File: config.mk
export PLATFORM = sky130hd
export DESIGN_NAME = bresenham_line_rasterizer_core
export DESIGN_NICKNAME = d
export VERILOG_FILES = /design/src/bres_pkg.sv /design/src/bres_step.sv /design/src/bres_addr.sv /design/src/bresenham_line_rasterizer_core.sv
export SDC_FILE = /design/constraint.sdc
export NUM_CORES = 1
export LEC_CHECK = 0
export CORE_MARGIN = 5
export CORE_UTILIZATION = 28
export CTS_CLUSTER_DIAMETER = 120
export DETAILED_ROUTE_END_ITERATION = 8
export DONT_BUFFER_PORTS = 1
export SKIP_CTS_REPAIR_TIMING = 1
export SYNTH_ARGS = -nofsm -noshare
export SYNTH_HDL_FRONTEND = slang
export SYNTH_SLANG_ARGS = --single-unit
File: constraint.sdc
create_clock -name aclk -period 9.3 [get_ports aclk]
set_input_delay 1.86 -clock aclk [delete_from_list [all_inputs] [get_ports aclk]]
set_output_delay 1.86 -clock aclk [all_outputs]
set_load 0.01 [all_outputs]
File: src/bres_pkg.sv
// ============================================================================
// bres_pkg: shared constants for the Bresenham line rasterizer
// Opcodes of the input beat and the row pitch register format.
// ============================================================================
package bres_pkg;

    // Row pitch register
    localparam int              PITCH_BITS  = 13;
    localparam logic [12:0]     PITCH_RESET = 13'd1280;

    // Input beat opcodes (carried in s_axis_tuser)
    localparam logic            OP_START    = 1'b0;
    localparam logic            OP_ADVANCE  = 1'b1;

endpackage

File: src/bres_step.sv
// ============================================================================
// bres_step: line setup and per-pixel Bresenham step
// Holds the line state, runs setup on a start beat or one step on an advance
// beat, and registers the resulting pixel.
// ============================================================================
module bres_step #(
    parameter int COORD_BITS = 12
) (
    input  logic                  aclk,
    input  logic                  aresetn,
    input  logic                  in_valid,
    output logic                  in_ready,
    input  logic                  in_opcode,
    input  logic [COORD_BITS-1:0] in_x_start,
    input  logic [COORD_BITS-1:0] in_y_start,
    input  logic [COORD_BITS-1:0] in_x_end,
    input  logic [COORD_BITS-1:0] in_y_end,
    input  logic [31:0]           in_color,
    output logic                  out_valid,
    input  logic                  out_ready,
    output logic                  out_pixel_valid,
    output logic [COORD_BITS-1:0] out_x,
    output logic [COORD_BITS-1:0] out_y,
    output logic [31:0]           out_color,
    output logic                  out_last,
    output logic                  line_active
);

    localparam int DW = COORD_BITS + 2;   // decision term and diagonal increment
    localparam int SW = COORD_BITS + 1;   // straight increment

    // line state
    logic [COORD_BITS-1:0] cur_x_reg, cur_x_next;
    logic [COORD_BITS-1:0] cur_y_reg, cur_y_next;
    logic [COORD_BITS-1:0] end_major_reg, end_major_next;
    logic [DW-1:0]         decision_reg, decision_next;
    logic [SW-1:0]         inc_straight_reg, inc_straight_next;
    logic [DW-1:0]         inc_diagonal_reg, inc_diagonal_next;
    logic                  minor_neg_reg, minor_neg_next;
    logic                  y_major_reg, y_major_next;
    logic                  line_active_reg, line_active_next;
    logic [31:0]           line_color_reg, line_color_next;

    // pixel register
    logic                  stage_vld_reg;
    logic                  pix_valid_reg, pix_valid_next;
    logic [COORD_BITS-1:0] pix_x_reg, pix_x_next;
    logic [COORD_BITS-1:0] pix_y_reg, pix_y_next;
    logic [31:0]           pix_color_reg, pix_color_next;
    logic                  pix_last_reg, pix_last_next;

    logic                  fire;

    // setup terms
    logic [COORD_BITS-1:0] dx, dy, dmaj, dmin;
    logic                  x_major, swap;
    logic [COORD_BITS-1:0] sx, sy, ex, ey;
    logic                  start_last;

    // step terms
    logic [COORD_BITS-1:0] maj, mnr, maj_inc, mnr_step;
    logic                  straight, step_last;
    logic [DW-1:0]         dec_step;

    assign in_ready = !stage_vld_reg || out_ready;
    assign fire     = in_valid && in_ready;

    always_comb begin
        dx      = (in_x_start > in_x_end) ? (in_x_start - in_x_end) : (in_x_end - in_x_start);
        dy      = (in_y_start > in_y_end) ? (in_y_start - in_y_end) : (in_y_end - in_y_start);
        x_major = dx > dy;
        dmaj    = x_major ? dx : dy;
        dmin    = x_major ? dy : dx;
        // walk from the endpoint with the smaller major coordinate
        swap    = x_major ? (in_x_start > in_x_end) : (in_y_start > in_y_end);
        sx      = swap ? in_x_end   : in_x_start;
        sy      = swap ? in_y_end   : in_y_start;
        ex      = swap ? in_x_start : in_x_end;
        ey      = swap ? in_y_start : in_y_end;
        start_last = x_major ? (sx == ex) : (sy == ey);
    end

    always_comb begin
        maj      = y_major_reg ? cur_y_reg : cur_x_reg;
        mnr      = y_major_reg ? cur_x_reg : cur_y_reg;
        maj_inc  = maj + 1'b1;
        straight = decision_reg[DW-1];
        if (straight) begin
            mnr_step = mnr;
            dec_step = decision_reg + {1'b0, inc_straight_reg};
        end else begin
            mnr_step = minor_neg_reg ? (mnr - 1'b1) : (mnr + 1'b1);
            dec_step = decision_reg + inc_diagonal_reg;
        end
        step_last = maj_inc == end_major_reg;
    end

    always_comb begin
        cur_x_next        = cur_x_reg;
        cur_y_next        = cur_y_reg;
        end_major_next    = end_major_reg;
        decision_next     = decision_reg;
        inc_straight_next = inc_straight_reg;
        inc_diagonal_next = inc_diagonal_reg;
        minor_neg_next    = minor_neg_reg;
        y_major_next      = y_major_reg;
        line_active_next  = line_active_reg;
        line_color_next   = line_color_reg;
        pix_valid_next    = 1'b0;
        pix_x_next        = '0;
        pix_y_next        = '0;
        pix_color_next    = '0;
        pix_last_next     = 1'b0;
        if (in_opcode == bres_pkg::OP_START) begin
            cur_x_next        = sx;
            cur_y_next        = sy;
            end_major_next    = x_major ? ex : ey;
            decision_next     = {1'b0, dmin, 1'b0} - {2'b00, dmaj};
            inc_straight_next = {dmin, 1'b0};
            inc_diagonal_next = {1'b0, dmin, 1'b0} - {1'b0, dmaj, 1'b0};
            minor_neg_next    = x_major ? (ey < sy) : (ex < sx);
            y_major_next      = !x_major;
            line_active_next  = !start_last;
            line_color_next   = in_color;
            pix_valid_next    = 1'b1;
            pix_x_next        = sx;
            pix_y_next        = sy;
            pix_color_next    = in_color;
            pix_last_next     = start_last;
        end else if (line_active_reg) begin
            cur_x_next       = y_major_reg ? mnr_step : maj_inc;
            cur_y_next       = y_major_reg ? maj_inc  : mnr_step;
            decision_next    = dec_step;
            line_active_next = !step_last;
            pix_valid_next   = 1'b1;
            pix_x_next       = cur_x_next;
            pix_y_next       = cur_y_next;
            pix_color_next   = line_color_reg;
            pix_last_next    = step_last;
        end
    end

    always_ff @(posedge aclk) begin
        if (!aresetn) begin
            line_active_reg <= 1'b0;
            stage_vld_reg   <= 1'b0;
        end else begin
            if (fire) begin
                line_active_reg <= line_active_next;
            end
            if (fire) begin
                stage_vld_reg <= 1'b1;
            end else if (out_ready) begin
                stage_vld_reg <= 1'b0;
            end
        end
    end

    always_ff @(posedge aclk) begin
        if (fire) begin
            cur_x_reg        <= cur_x_next;
            cur_y_reg        <= cur_y_next;
            end_major_reg    <= end_major_next;
            decision_reg     <= decision_next;
            inc_straight_reg <= inc_straight_next;
            inc_diagonal_reg <= inc_diagonal_next;
            minor_neg_reg    <= minor_neg_next;
            y_major_reg      <= y_major_next;
            line_color_reg   <= line_color_next;
            pix_valid_reg    <= pix_valid_next;
            pix_x_reg        <= pix_x_next;
            pix_y_reg        <= pix_y_next;
            pix_color_reg    <= pix_color_next;
            pix_last_reg     <= pix_last_next;
        end
    end

    assign out_valid       = stage_vld_reg;
    assign out_pixel_valid = pix_valid_reg;
    assign out_x           = pix_x_reg;
    assign out_y           = pix_y_reg;
    assign out_color       = pix_color_reg;
    assign out_last        = pix_last_reg;
    assign line_active     = line_active_reg;

endmodule

File: src/bres_addr.sv
// ============================================================================
// bres_addr: pixel word address and result register
// Computes y * pitch + x for the registered pixel and holds the result beat.
// ============================================================================
module bres_addr #(
    parameter int COORD_BITS = 12,
    parameter int ADDR_BITS  = 24
) (
    input  logic                            aclk,
    input  logic                            aresetn,
    input  logic [bres_pkg::PITCH_BITS-1:0] pitch,
    input  logic                            in_valid,
    output logic                            in_ready,
    input  logic                            in_pixel_valid,
    input  logic [COORD_BITS-1:0]           in_x,
    input  logic [COORD_BITS-1:0]           in_y,
    input  logic [31:0]                     in_color,
    input  logic                            in_last,
    output logic                            out_valid,
    input  logic                            out_ready,
    output logic                            out_pixel_valid,
    output logic [COORD_BITS-1:0]           out_x,
    output logic [COORD_BITS-1:0]           out_y,
    output logic [ADDR_BITS-1:0]            out_addr,
    output logic [31:0]                     out_color,
    output logic                            out_last
);

    localparam int PROD_BITS = COORD_BITS + bres_pkg::PITCH_BITS;
    localparam int SUM_BITS  = (ADDR_BITS > PROD_BITS + 1) ? ADDR_BITS : PROD_BITS + 1;

    logic                  vld_reg;
    logic                  pix_valid_reg;
    logic [COORD_BITS-1:0] x_reg, y_reg;
    logic [ADDR_BITS-1:0]  addr_reg;
    logic [31:0]           color_reg;
    logic                  last_reg;

    logic [PROD_BITS-1:0]  prod;
    logic [SUM_BITS-1:0]   addr_sum;
    logic                  fire;

    assign in_ready = !vld_reg || out_ready;
    assign fire     = in_valid && in_ready;

    // address wraps to ADDR_BITS
    assign prod     = PROD_BITS'(in_y) * PROD_BITS'(pitch);
    assign addr_sum = SUM_BITS'(prod) + SUM_BITS'(in_x);

    always_ff @(posedge aclk) begin
        if (!aresetn) begin
            vld_reg <= 1'b0;
        end else if (fire) begin
            vld_reg <= 1'b1;
        end else if (out_ready) begin
            vld_reg <= 1'b0;
        end
    end

    always_ff @(posedge aclk) begin
        if (fire) begin
            pix_valid_reg <= in_pixel_valid;
            x_reg         <= in_x;
            y_reg         <= in_y;
            addr_reg      <= addr_sum[ADDR_BITS-1:0];
            color_reg     <= in_color;
            last_reg      <= in_last;
        end
    end

    assign out_valid       = vld_reg;
    assign out_pixel_valid = pix_valid_reg;
    assign out_x           = x_reg;
    assign out_y           = y_reg;
    assign out_addr        = addr_reg;
    assign out_color       = color_reg;
    assign out_last        = last_reg;

endmodule

File: src/bresenham_line_rasterizer_core.sv
// ============================================================================
// bresenham_line_rasterizer_core: Bresenham line rasterizer, top level
// Start beats set up a line and return its first pixel; advance beats return
// the following pixels with their framebuffer word address.
// ============================================================================
//
//  Channel   Direction  Payload
//  --------  ---------  -----------------------------------------------------
//  s_axis    in         tuser: opcode; tdata: x_start, y_start, x_end, y_end,
//                       color
//  m_axis    out        tuser: pixel_valid; tlast: last_pixel;
//                       tdata: pixel_x, pixel_y, pixel_addr, pixel_color
//  cfg       in         cfg_wr_data: row_pitch_pixels
//
//  One beat per cycle in and out while m_axis_tready is high; an accepted input beat
//  passes the input register, step register and address register to m_axis_tvalid.
//  The loop that limits rate is the registered decision/coordinate update.
//  Each stage holds its beat while the next one is full, so a stalled m_axis
//  still lets the stages upstream fill.
//  aresetn (synchronous) makes the block idle and sets the pitch to 1280.
//
module bresenham_line_rasterizer_core #(
    parameter int COORD_BITS = 12,
    parameter int ADDR_BITS  = 24
) (
    input  logic                            aclk,
    input  logic                            aresetn,
    // configuration
    input  logic                            cfg_wr_en,
    input  logic [bres_pkg::PITCH_BITS-1:0] cfg_wr_data,
    // input stream
    input  logic                            s_axis_tvalid,
    output logic                            s_axis_tready,
    // x_start, y_start, x_end, y_end, color (low bit up), zero padded
    input  logic [((4*COORD_BITS+32+7)/8)*8-1:0] s_axis_tdata,
    input  logic                            s_axis_tuser,   // opcode
    // result stream
    output logic                            m_axis_tvalid,
    input  logic                            m_axis_tready,
    // pixel_x, pixel_y, pixel_addr, pixel_color (low bit up), zero padded
    output logic [((2*COORD_BITS+ADDR_BITS+32+7)/8)*8-1:0] m_axis_tdata,
    output logic                            m_axis_tuser,   // pixel_valid
    output logic                            m_axis_tlast    // last_pixel
);

    localparam int C          = COORD_BITS;
    localparam int OUT_BITS   = ((2*COORD_BITS+ADDR_BITS+32+7)/8)*8;

    logic [bres_pkg::PITCH_BITS-1:0] pitch_reg;

    // input register
    logic          in_vld_reg;
    logic          op_reg;
    logic [C-1:0]  xs_reg, ys_reg, xe_reg, ye_reg;
    logic [31:0]   color_reg;
    logic          s_fire;

    // step -> address
    logic          step_ready, step_valid, step_pix_valid, step_last, line_active;
    logic [C-1:0]  step_x, step_y;
    logic [31:0]   step_color;
    logic          addr_ready;

    // address -> port
    logic          res_pix_valid, res_last;
    logic [C-1:0]  res_x, res_y;
    logic [ADDR_BITS-1:0] res_addr;
    logic [31:0]   res_color;

    assign s_axis_tready = !in_vld_reg || step_ready;
    assign s_fire        = s_axis_tvalid && s_axis_tready;

    always_ff @(posedge aclk) begin
        if (!aresetn) begin
            pitch_reg  <= bres_pkg::PITCH_RESET;
            in_vld_reg <= 1'b0;
        end else begin
            if (cfg_wr_en) begin
                pitch_reg <= cfg_wr_data;
            end
            if (s_fire) begin
                in_vld_reg <= 1'b1;
            end else if (step_ready) begin
                in_vld_reg <= 1'b0;
            end
        end
    end

    always_ff @(posedge aclk) begin
        if (s_fire) begin
            op_reg    <= s_axis_tuser;
            xs_reg    <= s_axis_tdata[C-1:0];
            ys_reg    <= s_axis_tdata[2*C-1:C];
            xe_reg    <= s_axis_tdata[3*C-1:2*C];
            ye_reg    <= s_axis_tdata[4*C-1:3*C];
            color_reg <= s_axis_tdata[4*C+31:4*C];
        end
    end

    bres_step #(
        .COORD_BITS (COORD_BITS)
    ) u_step (
        .aclk            (aclk),
        .aresetn         (aresetn),
        .in_valid        (in_vld_reg),
        .in_ready        (step_ready),
        .in_opcode       (op_reg),
        .in_x_start      (xs_reg),
        .in_y_start      (ys_reg),
        .in_x_end        (xe_reg),
        .in_y_end        (ye_reg),
        .in_color        (color_reg),
        .out_valid       (step_valid),
        .out_ready       (addr_ready),
        .out_pixel_valid (step_pix_valid),
        .out_x           (step_x),
        .out_y           (step_y),
        .out_color       (step_color),
        .out_last        (step_last),
        .line_active     (line_active)
    );

    bres_addr #(
        .COORD_BITS (COORD_BITS),
        .ADDR_BITS  (ADDR_BITS)
    ) u_addr (
        .aclk            (aclk),
        .aresetn         (aresetn),
        .pitch           (pitch_reg),
        .in_valid        (step_valid),
        .in_ready        (addr_ready),
        .in_pixel_valid  (step_pix_valid),
        .in_x            (step_x),
        .in_y            (step_y),
        .in_color        (step_color),
        .in_last         (step_last),
        .out_valid       (m_axis_tvalid),
        .out_ready       (m_axis_tready),
        .out_pixel_valid (res_pix_valid),
        .out_x           (res_x),
        .out_y           (res_y),
        .out_addr        (res_addr),
        .out_color       (res_color),
        .out_last        (res_last)
    );

    assign m_axis_tdata = OUT_BITS'({res_color, res_addr, res_y, res_x});
    assign m_axis_tuser = res_pix_valid;
    assign m_axis_tlast = res_last;

    // ------------------------------------------------------------------------
    // Assertions
    // ------------------------------------------------------------------------

    // a last pixel is always a real pixel
    assert property (@(posedge aclk) disable iff (!aresetn)
        m_axis_tvalid && m_axis_tlast |-> m_axis_tuser)
    else $error("last flag on an empty result beat");

    // an advance with no line returns an all-zero beat
    assert property (@(posedge aclk) disable iff (!aresetn)
        m_axis_tvalid && !m_axis_tuser |-> (m_axis_tdata == '0) && !m_axis_tlast)
    else $error("empty result beat carries data");

    // a pixel flagged last leaves the line inactive
    assert property (@(posedge aclk) disable iff (!aresetn)
        $past(step_ready && in_vld_reg) && step_last |-> !line_active)
    else $error("line still active after its last pixel");

    // reset empties the result register
    assert property (@(posedge aclk)
        !aresetn |=> !m_axis_tvalid)
    else $error("result valid right after reset");

endmodule

==> results of run 1 <==
[through the flow]
stage,hold WS (ps),instance area (um2),utilization [%]
after floorplan,400,23700,-
after global placement,401,24900,29.8
after detailed placement,405,24900,29.8
after CTS,419,26400,31.5
after global routing,424,26400,31.5
final,416,26400,31.5
[kinds of logic (layout without fill, tap and decap cells)]
kind of cell	count (synthesis)	count (layout)	share of synthesized area (%)
buf+inv	351	355	5.68
other cells	0	9	0
xor+xnor	100	100	3.73
flops	346	346	43.2
fa+ha+maj	284	284	19.0
compound gates	459	459	13.3
mux	65	65	2.90
simple gates	597	597	12.2
[worst paths after layout]
kind,cells after the start,endpoint,startpoint
setup reg to reg,35,u_step.decision_reg[12]$_DFFE_PP_,ys_reg[0]$_DFFE_PP_
hold reg to reg,0,u_addr.out_color[28]$_DFFE_PP_,u_step.out_color[28]$_DFFE_PP_
setup / recovery,35,u_step.decision_reg[12]$_DFFE_PP_,ys_reg[0]$_DFFE_PP_
hold / removal,0,u_addr.out_color[28]$_DFFE_PP_,u_step.out_color[28]$_DFFE_PP_
[power by group]
part           internal [mW]  total (mW)  switching (mW)
clock                  0.991        1.71           0.715
combinational           1.65        4.26            2.61
sequential              2.08        2.24           0.154
total                   4.73        8.20            3.48
[metal layers]
layer,wire [um],vias to the layer above,global-route usage (%)
li1,-,7684,-
met1,28300,7750,18.3
met2,28500,474,21.5
met3,4380,113,3.53
met4,1790,18,4.27
met5,114,-,0
[critical path, delay by kind of cell, from the launching register on]
family | cells | cell delay (ps)
buf+inv | 5 | 710
flops | 1 | 460
compound gates | 16 | 3700
mux | 1 | 220
simple gates | 7 | 1160
fa+ha+maj | 5 | 1610
xor+xnor | 1 | 270
[placed cells by master, fill, tap and decap left out, types with 25 or more instances in the layout]
cell type,Yosys,routed
ha_1,155,155
o21ai_0,77,77
a22o_1,32,32
a21oi_1,117,115
nor2_1,121,119
fa_1,127,127
clkbuf_16,0,43
nand3_1,26,26
mux2_2,29,29
and2_1,86,86
a211oi_1,28,28
xnor2_1,69,69
nand2_1,214,214
a31oi_1,26,25
nor2b_1,46,45
mux2i_1,36,36
xor2_1,30,30
inv_1,255,253
edfxtp_1,329,329
nor3_1,35,35
[area by class of cell]
| cell class | instances | area (um2) | area share, % |
|---|---|---|---|
| multi-input cells | 1505 | 12200 | 46.1 |
| flip-flops and latches | 346 | 10200 | 38.8 |
| well taps | 1134 | 1420 | 5.38 |
| clock buffers | 54 | 1170 | 4.43 |
| inverters | 255 | 957 | 3.63 |
| clock inverters | 26 | 285 | 1.08 |
| repair buffers | 20 | 150 | 0.569 |
| diodes | 9 | 22.5 | 0.0854 |
==> run summary, run 1 <==
The run finished with clean final reports. In this run, synthesis inferred 329 flip-flops with an integrated enable. The quantity of I/O buffers inserted on ports is 0. Setup repair after global routing left no endpoint under its margin. The total area inside the core boundary comes to 83700 um2. At the end of the flow, the number of nets in the layout was 2552.

For the worst setup path, the data required time is 9620 ps. The number of buffers created by CTS is 43, and the register-to-register path setup slack is 910 ps. The total number of placement rows was 106; the total routing resource utilization after global routing was 13.6%. Cell type with the highest occurrence count on the critical path: inv_1. The run gives 346 as the sink count of the clock tree. Number of max-slew violations in the final report: 0. For this run, the top clock speed supported by timing is 119 MHz. The library cell contributing the largest single delay on the critical path was edfxtp_1. The logs give 0 ps for the setup TNS after final layout and 0 for the count of nets left with antenna violations after detail routing. The instance count of the mapped netlist is 2202, and the number of global-route vias before repair is 15500. The power density over cell area was 311 nW/um2; the number of warnings printed during yosys synthesis was 0. For the total design power, the log shows 8.20 mW.

In this run the clock root is driven by a clkbuf_16. The floorplan step defined a die boundary enclosing 90400 um2. After global routing the overflow that remains totals 0.

The biggest area consumer among synthesized cells is edfxtp_1. The worst pin sits at a relative slew slack of 31.7%. In the final routed layout, each cell accounts on average for 18.9 um.

Summed over all cells, the static leakage comes to 10.3 nW. Counting the fill cells in the layout gives 8471. The count of pins on the block boundary was 183; the via density per instance was 4.79. After synthesis, the cell types taking the most area are edfxtp_1 42%, fa_1 11%, ha_1 8.2%. The number of antenna violations at the first check in global routing was 21; the number of vias in the routed layout was 16000. The clock input transition at the sequential cells of the worst setup and hold paths was 60 ps. Library cell with the highest instance count after synthesis: edfxtp_1.

Routability-driven placement finished with a final weighted congestion of 0.929. At the pin with the least slew margin, the transition time is 1030 ps. Between clock sinks in the finished design, the worst skew comes to 27.2 ps. In this run the cell area of the synthesized design comes to 23700 um2.

The capturing element type of the critical path was a flop. The top cell type by area accounts for 41.8% of the synthesized area. The tools report the net count of the mapped netlist as 2583. The critical path class was flop to flop. For the clock latency of the later-clocked register in the worst-skew pair, the log shows 590 ps. Counting I/O delays and the setup requirement, the final critical path takes 8390 ps. In this design, the stage delay of the slowest critical-path cell is 460 ps. Total count of hold-check failures in the final report: 0.

TritonCTS built the clock tree. The max-capacitance violation count was 0. The post-DP HPWL was 48000 um; the number of endpoints failing setup at the final stage was 0. The share of flip-flops with an asynchronous set or reset is 0%, and the flip-flop and latch count after synthesis is 346. Cells with a size suffix above 1 make up 7.34% of the layout. Setup slack closes at 909 ps.

The final layout contains routed wiring with a total length of 63100 um. Counting distinct cell types in the post-synthesis netlist gives 88. The die outline width was 301 um.

The count of placed standard cells including taps is 3260. The H-tree was split into 2 levels. The starting density of the core is 28.3%, and the peak ir drop on the vdd network is 0.000167 V. The maximum count of clock buffers along a single path is 3, and the pre-CTS setup slack is 1050 ps. For this run, the leading register cell type out of synthesis is edfxtp_1. Counting instances in the post-synthesis netlist gives the leading cell types as 329 x edfxtp_1, 255 x inv_1, 214 x nand2_1, 155 x ha_1, 127 x fa_1. Entering global routing, the biggest net connects 72 pins. The first global-routing pass estimated 94900 um of wire.

In this run the worst path has a maximum fanout of 31. Each instance of the synthesized netlist takes up on average 10.7 um2. The detailed router's first-iteration violation count was 1290.

The worst setup path is launched from a flop. The area growth from synthesis to layout is 11.5%. The tools report the iteration count of the initial detailed-routing pass as 8. The data arrival time of the critical path is 8710 ps. The worst hold path belongs to the class flop to flop. For the count of placed standard cells in the final layout, fillers left out, the log shows 3349.

The post-synthesis sequential area ratio is 43.2%. The DRC violation count after routing is 0, and the vertical die dimension is 301 um. The final critical path takes up 90.2% of the cycle.
(Power assumes the default switching activity.)
==> inputs of run 2 (changes only) <==
==> constraint.sdc (replaced) <==
create_clock -name aclk -period 9.2 [get_ports aclk]
set_input_delay 1.84 -clock aclk [delete_from_list [all_inputs] [get_ports aclk]]
set_output_delay 1.84 -clock aclk [all_outputs]
set_load 0.01 [all_outputs]
==> run 2 against run 1 <==
Against the previous run: via count about the same; power grew 1.2%; critical path type unchanged; global-route usage up 0.075 points; flip-flop and latch count is the same; largest power group unchanged; sequential power hardly changed.
==> run summary, run 2 (synthesis results as in run 1) <==
The post-DP HPWL was 47900 um; the maximum fanout along the worst path was 31. The tools report the weighted congestion reported at the end of routability-driven placement as 0.921. Clock-pin slew was measured on the worst setup and hold paths at 60 ps.

Setup repair after global routing left no endpoint under its margin. The logs give 0 for the total count of hold-check failures in the final report and 16100 for the number of vias in the routed layout. Across all hold checks on the routed design, the worst slack comes to 401 ps. The run gives 83700 um2 as the core footprint. At the pin with the least slew margin, the transition time is 1050 ps. The tools report the number of antenna violations at the first check in global routing as 20. Cells with a size suffix above 1 make up 7.51% of the layout. The number of max-slew violations in the final report is 0.

The total length of routed met3 wires is 4050 um, and the DRC violation count after routing is 0. The critical path in this run is classified as flop to flop. In this design, the critical path's most frequently occurring cell is inv_1.

Summed over all failing endpoints, the final setup total negative slack is 0 ps. Number of global-route vias before repair: 15700. STA classifies the critical path startpoint as a flop. Setup violations remaining at the end of the flow were counted as 0.

The clock reaches the later pin of the worst-skew pair after 590 ps. In the layout the commonest cells are 329 x edfxtp_1, 253 x inv_1, 214 x nand2_1, 155 x ha_1, 127 x fa_1. TritonCTS built the clock tree. Iteration count of the initial detailed-routing pass: 5.

Across the VDD grid, the largest voltage drop is 0.000230 V. Summed over all layers, the routed wires come to 63100 um. Summed over all layers, the global routing overflow is 0.

The vertical die dimension is 301 um, and the relative area change from synthesis to final layout is 11.5%. In the final design database the tool counted 2554 nets. For this run, the slowest stage of the critical path takes 460 ps. Derived from the worst setup path, the maximum achievable clock frequency is 119 MHz. The die outline width came out at 301 um. After detailed routing, the average wire length per cell comes to 18.8 um.

After detailed routing, the wire length on met1 is 28700 um. The number of buffers created by CTS was 45. The library cell used most frequently in the layout, excluding fill and tap cells, is edfxtp_1. The tools report the count of pins on the block boundary as 183.

In the routed layout, each cell is associated on average with a via count of 4.79. The tree built by TritonCTS fans out to 346 sinks. Across every metal layer, demand over resource in global routing totals 13.6%. The worst slew margin relative to its limit is 30.3%. The worst setup path is captured at a flop. The uppermost layer routed was met5. For this block, the initial DRC count from the detailed router was 1232.

The max-capacitance violation count is 0, and the final instance area is 26400 um2. The worst endpoint required time is 9500 ps. For the total number of placement rows, the log shows 106. The first global-routing pass estimated 95600 um of wire. The portion of the clock cycle consumed by the worst path in the final layout was 91.6%. The CTS root buffer was clkbuf_16.

The logs give 28300 um for the routed length on met2 and 0 for the count of nets left with antenna violations after detail routing. The run finished with clean final reports. The library cell contributing the largest single delay on the critical path was o31ai_4. For this configuration, the core starts out at a cell density of 28.3%. The tools report the total die area as 90400 um2.

Instance area after placement: 24900 um2. The longest clock path from root to sink contains 3 buffers. Data on the critical path arrives at its endpoint at 8730 ps.

The quantity of I/O buffers inserted on ports was 0; the time the worst path needs with I/O delays and setup was 8430 ps. For the number of levels in the clock H-tree, the log shows 2. Dividing total power by cell area gives a power density of 315 nW/um2. The kind of path behind the tightest hold check is flop to flop. Cells fill 31.5% of the core in the end.

The tools report the static leakage as 10.3 nW. Entering global routing, the biggest net connects 72 pins. On the final layout, the worst clock skew is 45.3 ps.
[run 2: cell count changes in the layout (fill, tap and decap cells not counted)]
| cell | previous run | this run |
|---|---|---|
| clkinv_8 | 1 | 0 |
| inv_6 | 1 | 8 |
| inv_8 | 4 | 1 |
| diode_2 | 9 | 7 |
| clkbuf_1 | 6 | 7 |
| clkinv_2 | 5 | 10 |
| clkinv_1 | 4 | 3 |
| clkbuf_16 | 43 | 46 |
| clkinvlp_4 | 5 | 3 |
| clkbuf_8 | 5 | 1 |
| bufinv_16 | 3 | 2 |
[run 2: cell type report]
type | count | area (um2)
tap | 1134 | 1420
clock inverter | 30 | 273
sequential | 346 | 10200
antenna | 7 | 17.5
timing repair buffer | 20 | 150
multi-input combinational | 1505 | 12200
inverter | 255 | 957
clock buffer | 54 | 1190
fill | 8485 | 57300
[run 2: worst max-delay path, delay by kind of cell, from the launching register on]
family	cells	cell delay, ps
XOR/XNOR	1	280
AO/OA/AOI/OAI	16	3700
flip-flops	1	450
AND/OR/NAND/NOR	7	1170
adder cells (fa/ha/maj)	5	1590
multiplexers	1	230
buffers and inverters	5	710
[run 2: power by group]
group	switching [mW]	total [mW]	internal (mW)
sequential	0.153	2.26	2.11
combinational	2.64	4.31	1.67
clock	0.729	1.73	0.999
[run 2: routing by layer]
| layer | GRT usage, % | vias to the layer above |
|---|---|---|
| met5 | 0 | - |
| met4 | 4.15 | 14 |
| met3 | 3.34 | 109 |
| met2 | 21.6 | 454 |
| met1 | 18.5 | 7781 |
| li1 | - | 7693 |
[run 2: final timing paths]
path / depth (start not counted) / slack [ps] / end / start
setup reg to reg: 35 / 770 / u_step.decision_reg[12]$_DFFE_PP_ / ys_reg[0]$_DFFE_PP_
setup / recovery: 35 / 770 / u_step.decision_reg[12]$_DFFE_PP_ / ys_reg[0]$_DFFE_PP_
hold reg to reg: 0 / 400 / u_addr.out_color[1]$_DFFE_PP_ / u_step.out_color[1]$_DFFE_PP_
hold / removal: 0 / 400 / u_addr.out_color[1]$_DFFE_PP_ / u_step.out_color[1]$_DFFE_PP_
[run 2: stage by stage]
step                      total power [mW]  instances  setup slack [ps]
after floorplan                       5.42       2202               853
after global placement                6.54       3260              1110
after detailed placement              6.56       3260               943
after CTS                             8.35       3344               869
after global routing                  8.94       3349               154
final                                 8.30       3351               769
==> inputs of run 3 (changes only) <==
--- a/config.mk
+++ b/config.mk
@@ -6,7 +6,7 @@
 export NUM_CORES = 1
 export LEC_CHECK = 0
 export CORE_MARGIN = 5
-export CORE_UTILIZATION = 28
+export CORE_UTILIZATION = 40
 export CTS_CLUSTER_DIAMETER = 120
 export DETAILED_ROUTE_END_ITERATION = 8
 export DONT_BUFFER_PORTS = 1
@@ -14,3 +14,4 @@
 export SYNTH_ARGS = -nofsm -noshare
 export SYNTH_HDL_FRONTEND = slang
 export SYNTH_SLANG_ARGS = --single-unit
+export TNS_END_PERCENT = 100
==> run 3 against run 2 <==
Against the previous run: via count is 0.78% higher; routed wire length down 3.1%; core utilization increased by 13 points; critical path depth did not move; largest cell class unchanged; highest routed layer unchanged.
==> run summary, run 3 (synthesis results as in run 1) <==
The run finished with clean final reports. Summed over all cells, the static leakage comes to 10.4 nW. The clock network is responsible for 21.1% of the overall power.

Max-cap violations in this run came to 0. The cell-internal power was 4.85 mW. The tools report the capturing element type of the critical path as a flop. The logs give 87 for the pin count of the biggest net entering global routing and 3.47 mW for the switching power total. Maximum fanout along the worst path: 13. The fraction of final layout cells sized beyond drive strength 1 is 7.69%, and the DRC violation count after routing is 0.

The run gives 580 ps as the clock latency of the later-clocked register in the worst-skew pair. At the pin with the least slew margin, the transition time is 1180 ps. The number of levels in the clock H-tree came out at 2. The clock passes through at most 3 buffers. Detailed routing placed a total of 29800 um of wire on met2. The quantity of I/O buffers inserted on ports was 0. Among cell families on the critical path, the largest total delay comes from compound AO/OA/AOI/OAI gates.

Library cell contributing the largest single delay on the critical path: ha_1. Peak ir drop on the vdd network: 0.000271 V. Setup repair after global routing left no endpoint under its margin. In this run the cell area measured after placement is 24500 um2. Final clock skew: 38.9 ps. Post-DP HPWL: 46700 um.

The logs give 0.987 for the weighted congestion reported at the end of routability-driven placement and 2960 um for the total length of routed met3 wires. The logs give 44.2% for the fraction of the core area covered by cells at the end of the flow and 93800 um for the global-route wire length before repair. The worst setup path is launched from a flop. Combinational logic burns 51.8% of the power.

The routed wirelength normalized by instance count is 20.5 um. The number of antenna violations at the first check in global routing is 9, and the iteration count of the initial detailed-routing pass is 6. The routed layout has 16200 vias. For this run, the post-layout net count is 2558. The least setup slack across all paths after layout came out at 612 ps. Net switching is 41.7% of the power.

The number of buffers and inverters on the critical path is 5. The worst path uses 93.4% of the clock period. In the final routing, the length of wire on met1 measures 26500 um. Cell type with the highest occurrence count on the critical path: inv_1. Compared with the post-synthesis result, the final layout area differs by 9.84%. The starting density of the core is 40.2%. Measured along the y axis, the die boundary spans 253 um. Time the worst path needs with I/O delays and setup: 8590 ps. The worst setup path is of the flop to flop kind. After detailed routing, no signal wire sits above met5. The total number of placement rows was 89; the data arrival time of the critical path was 8850 ps. The final worst hold slack is 402 ps, and the pre-CTS setup slack is 520 ps.

The maximum clock frequency was 116 MHz; the worst endpoint required time was 9470 ps. In the layout the commonest cells are 329 x edfxtp_1, 253 x inv_1, 214 x nand2_1, 155 x ha_1, 127 x fa_1. Leaving out fill and tap cells, the most frequent cell in the layout is edfxtp_1. Counting tap cells, the placed design contains a total of 2901 instances.

Part of the power in registers: 27.1%. Clock tree synthesis selected as its root buffer the cell clkbuf_16. The number of global-route vias before repair came out at 16100. TritonCTS built the clock tree. The core region is 58800 um2. The total routing resource utilization after global routing is 18.6%, and the detailed-route wire length is 61100 um. In this design, the stage delay of the slowest critical-path cell is 520 ps. The total design power was 8.32 mW; the die outline width was 253 um. The overflow left after global routing was 0.

The number of buffers created by CTS was 43. 183 I/O pins were placed. The tools report the total die area as 64100 um2. For this design the ratio of total power to cell area is 320 nW/um2. The detail route stage leaves a number of antenna-violating nets equal to 0. CTS saw 346 sinks. The logs give 0 for the total count of hold-check failures in the final report and 0 for the number of endpoints failing setup at the final stage. The number of max-slew violations in the final report is 0. Excluding fillers, the count of instances in the completed layout stands at 2989. The clock input transition at the sequential cells of the worst setup and hold paths is 60 ps. The detailed router's first-iteration violation count is 1228. Measured against its own limit, the worst slew margin works out to 21.3%.

In this run the worst hold path is classified as flop to flop. Using the TritonRoute via totals, the vias-per-cell ratio works out to 5.41. The finished cells cover 26000 um2. The tools report the setup TNS after final layout as 0 ps.
## run 3: changes by cell type in the layout (fill, tap and decap cells not counted), moves of 2 or more
cell	before	now
buf_4	20	25
clkbuf_1	7	3
clkinv_4	2	4
inv_6	8	3
bufinv_16	2	6
clkinv_2	10	8
clkinv_1	3	6
## run 3: layout make-up
class | count | area, um2
sequential | 346 | 10200
antenna | 6 | 15.0
clock buffer | 48 | 1140
inverter | 255 | 957
multi-input combinational | 1506 | 12200
timing repair buffer | 25 | 188
clock inverter | 30 | 330
fill | 5416 | 32800
tap | 773 | 967
## run 3: worst reg2reg max path, delay by kind of cell, from the launching register on
kind	cells	cell delay [ps]
XOR/XNOR	2	310
flip-flops	1	390
AND/OR/NAND/NOR	10	2620
buffers and inverters	5	600
adder cells (fa/ha/maj)	4	1780
AO/OA/AOI/OAI	14	2620
## run 3: metal layers
layer | track usage [%] | vias up
li1 | - | 7697
met1 | 24.5 | 7952
met2 | 31.8 | 421
met3 | 2.77 | 101
met4 | 5.74 | 6
met5 | 0 | -
## run 3: final timing paths
| kind | from | to | slack [ps] | depth (start not counted) |
|---|---|---|---|---|
| hold reg to reg | u_step.out_color[7]$_DFFE_PP_ | u_addr.out_color[7]$_DFFE_PP_ | 400 | 0 |
| hold / removal | u_step.out_color[7]$_DFFE_PP_ | u_addr.out_color[7]$_DFFE_PP_ | 400 | 0 |
| setup reg to reg | ye_reg[5]$_DFFE_PP_ | u_step.decision_reg[10]$_DFFE_PP_ | 610 | 35 |
| setup / recovery | ye_reg[5]$_DFFE_PP_ | u_step.decision_reg[10]$_DFFE_PP_ | 610 | 35 |
## run 3: power by group through the flow
stage	registers (mW)	logic [mW]	clock network (mW)
6_report	2.25	4.31	1.76
5_1_grt	2.27	4.81	1.86
4_1_cts	2.26	4.29	1.80
3_5_place_dp	2.29	4.26	0
3_3_place_gp	2.28	4.21	0
2_1_floorplan	2.22	3.20	0
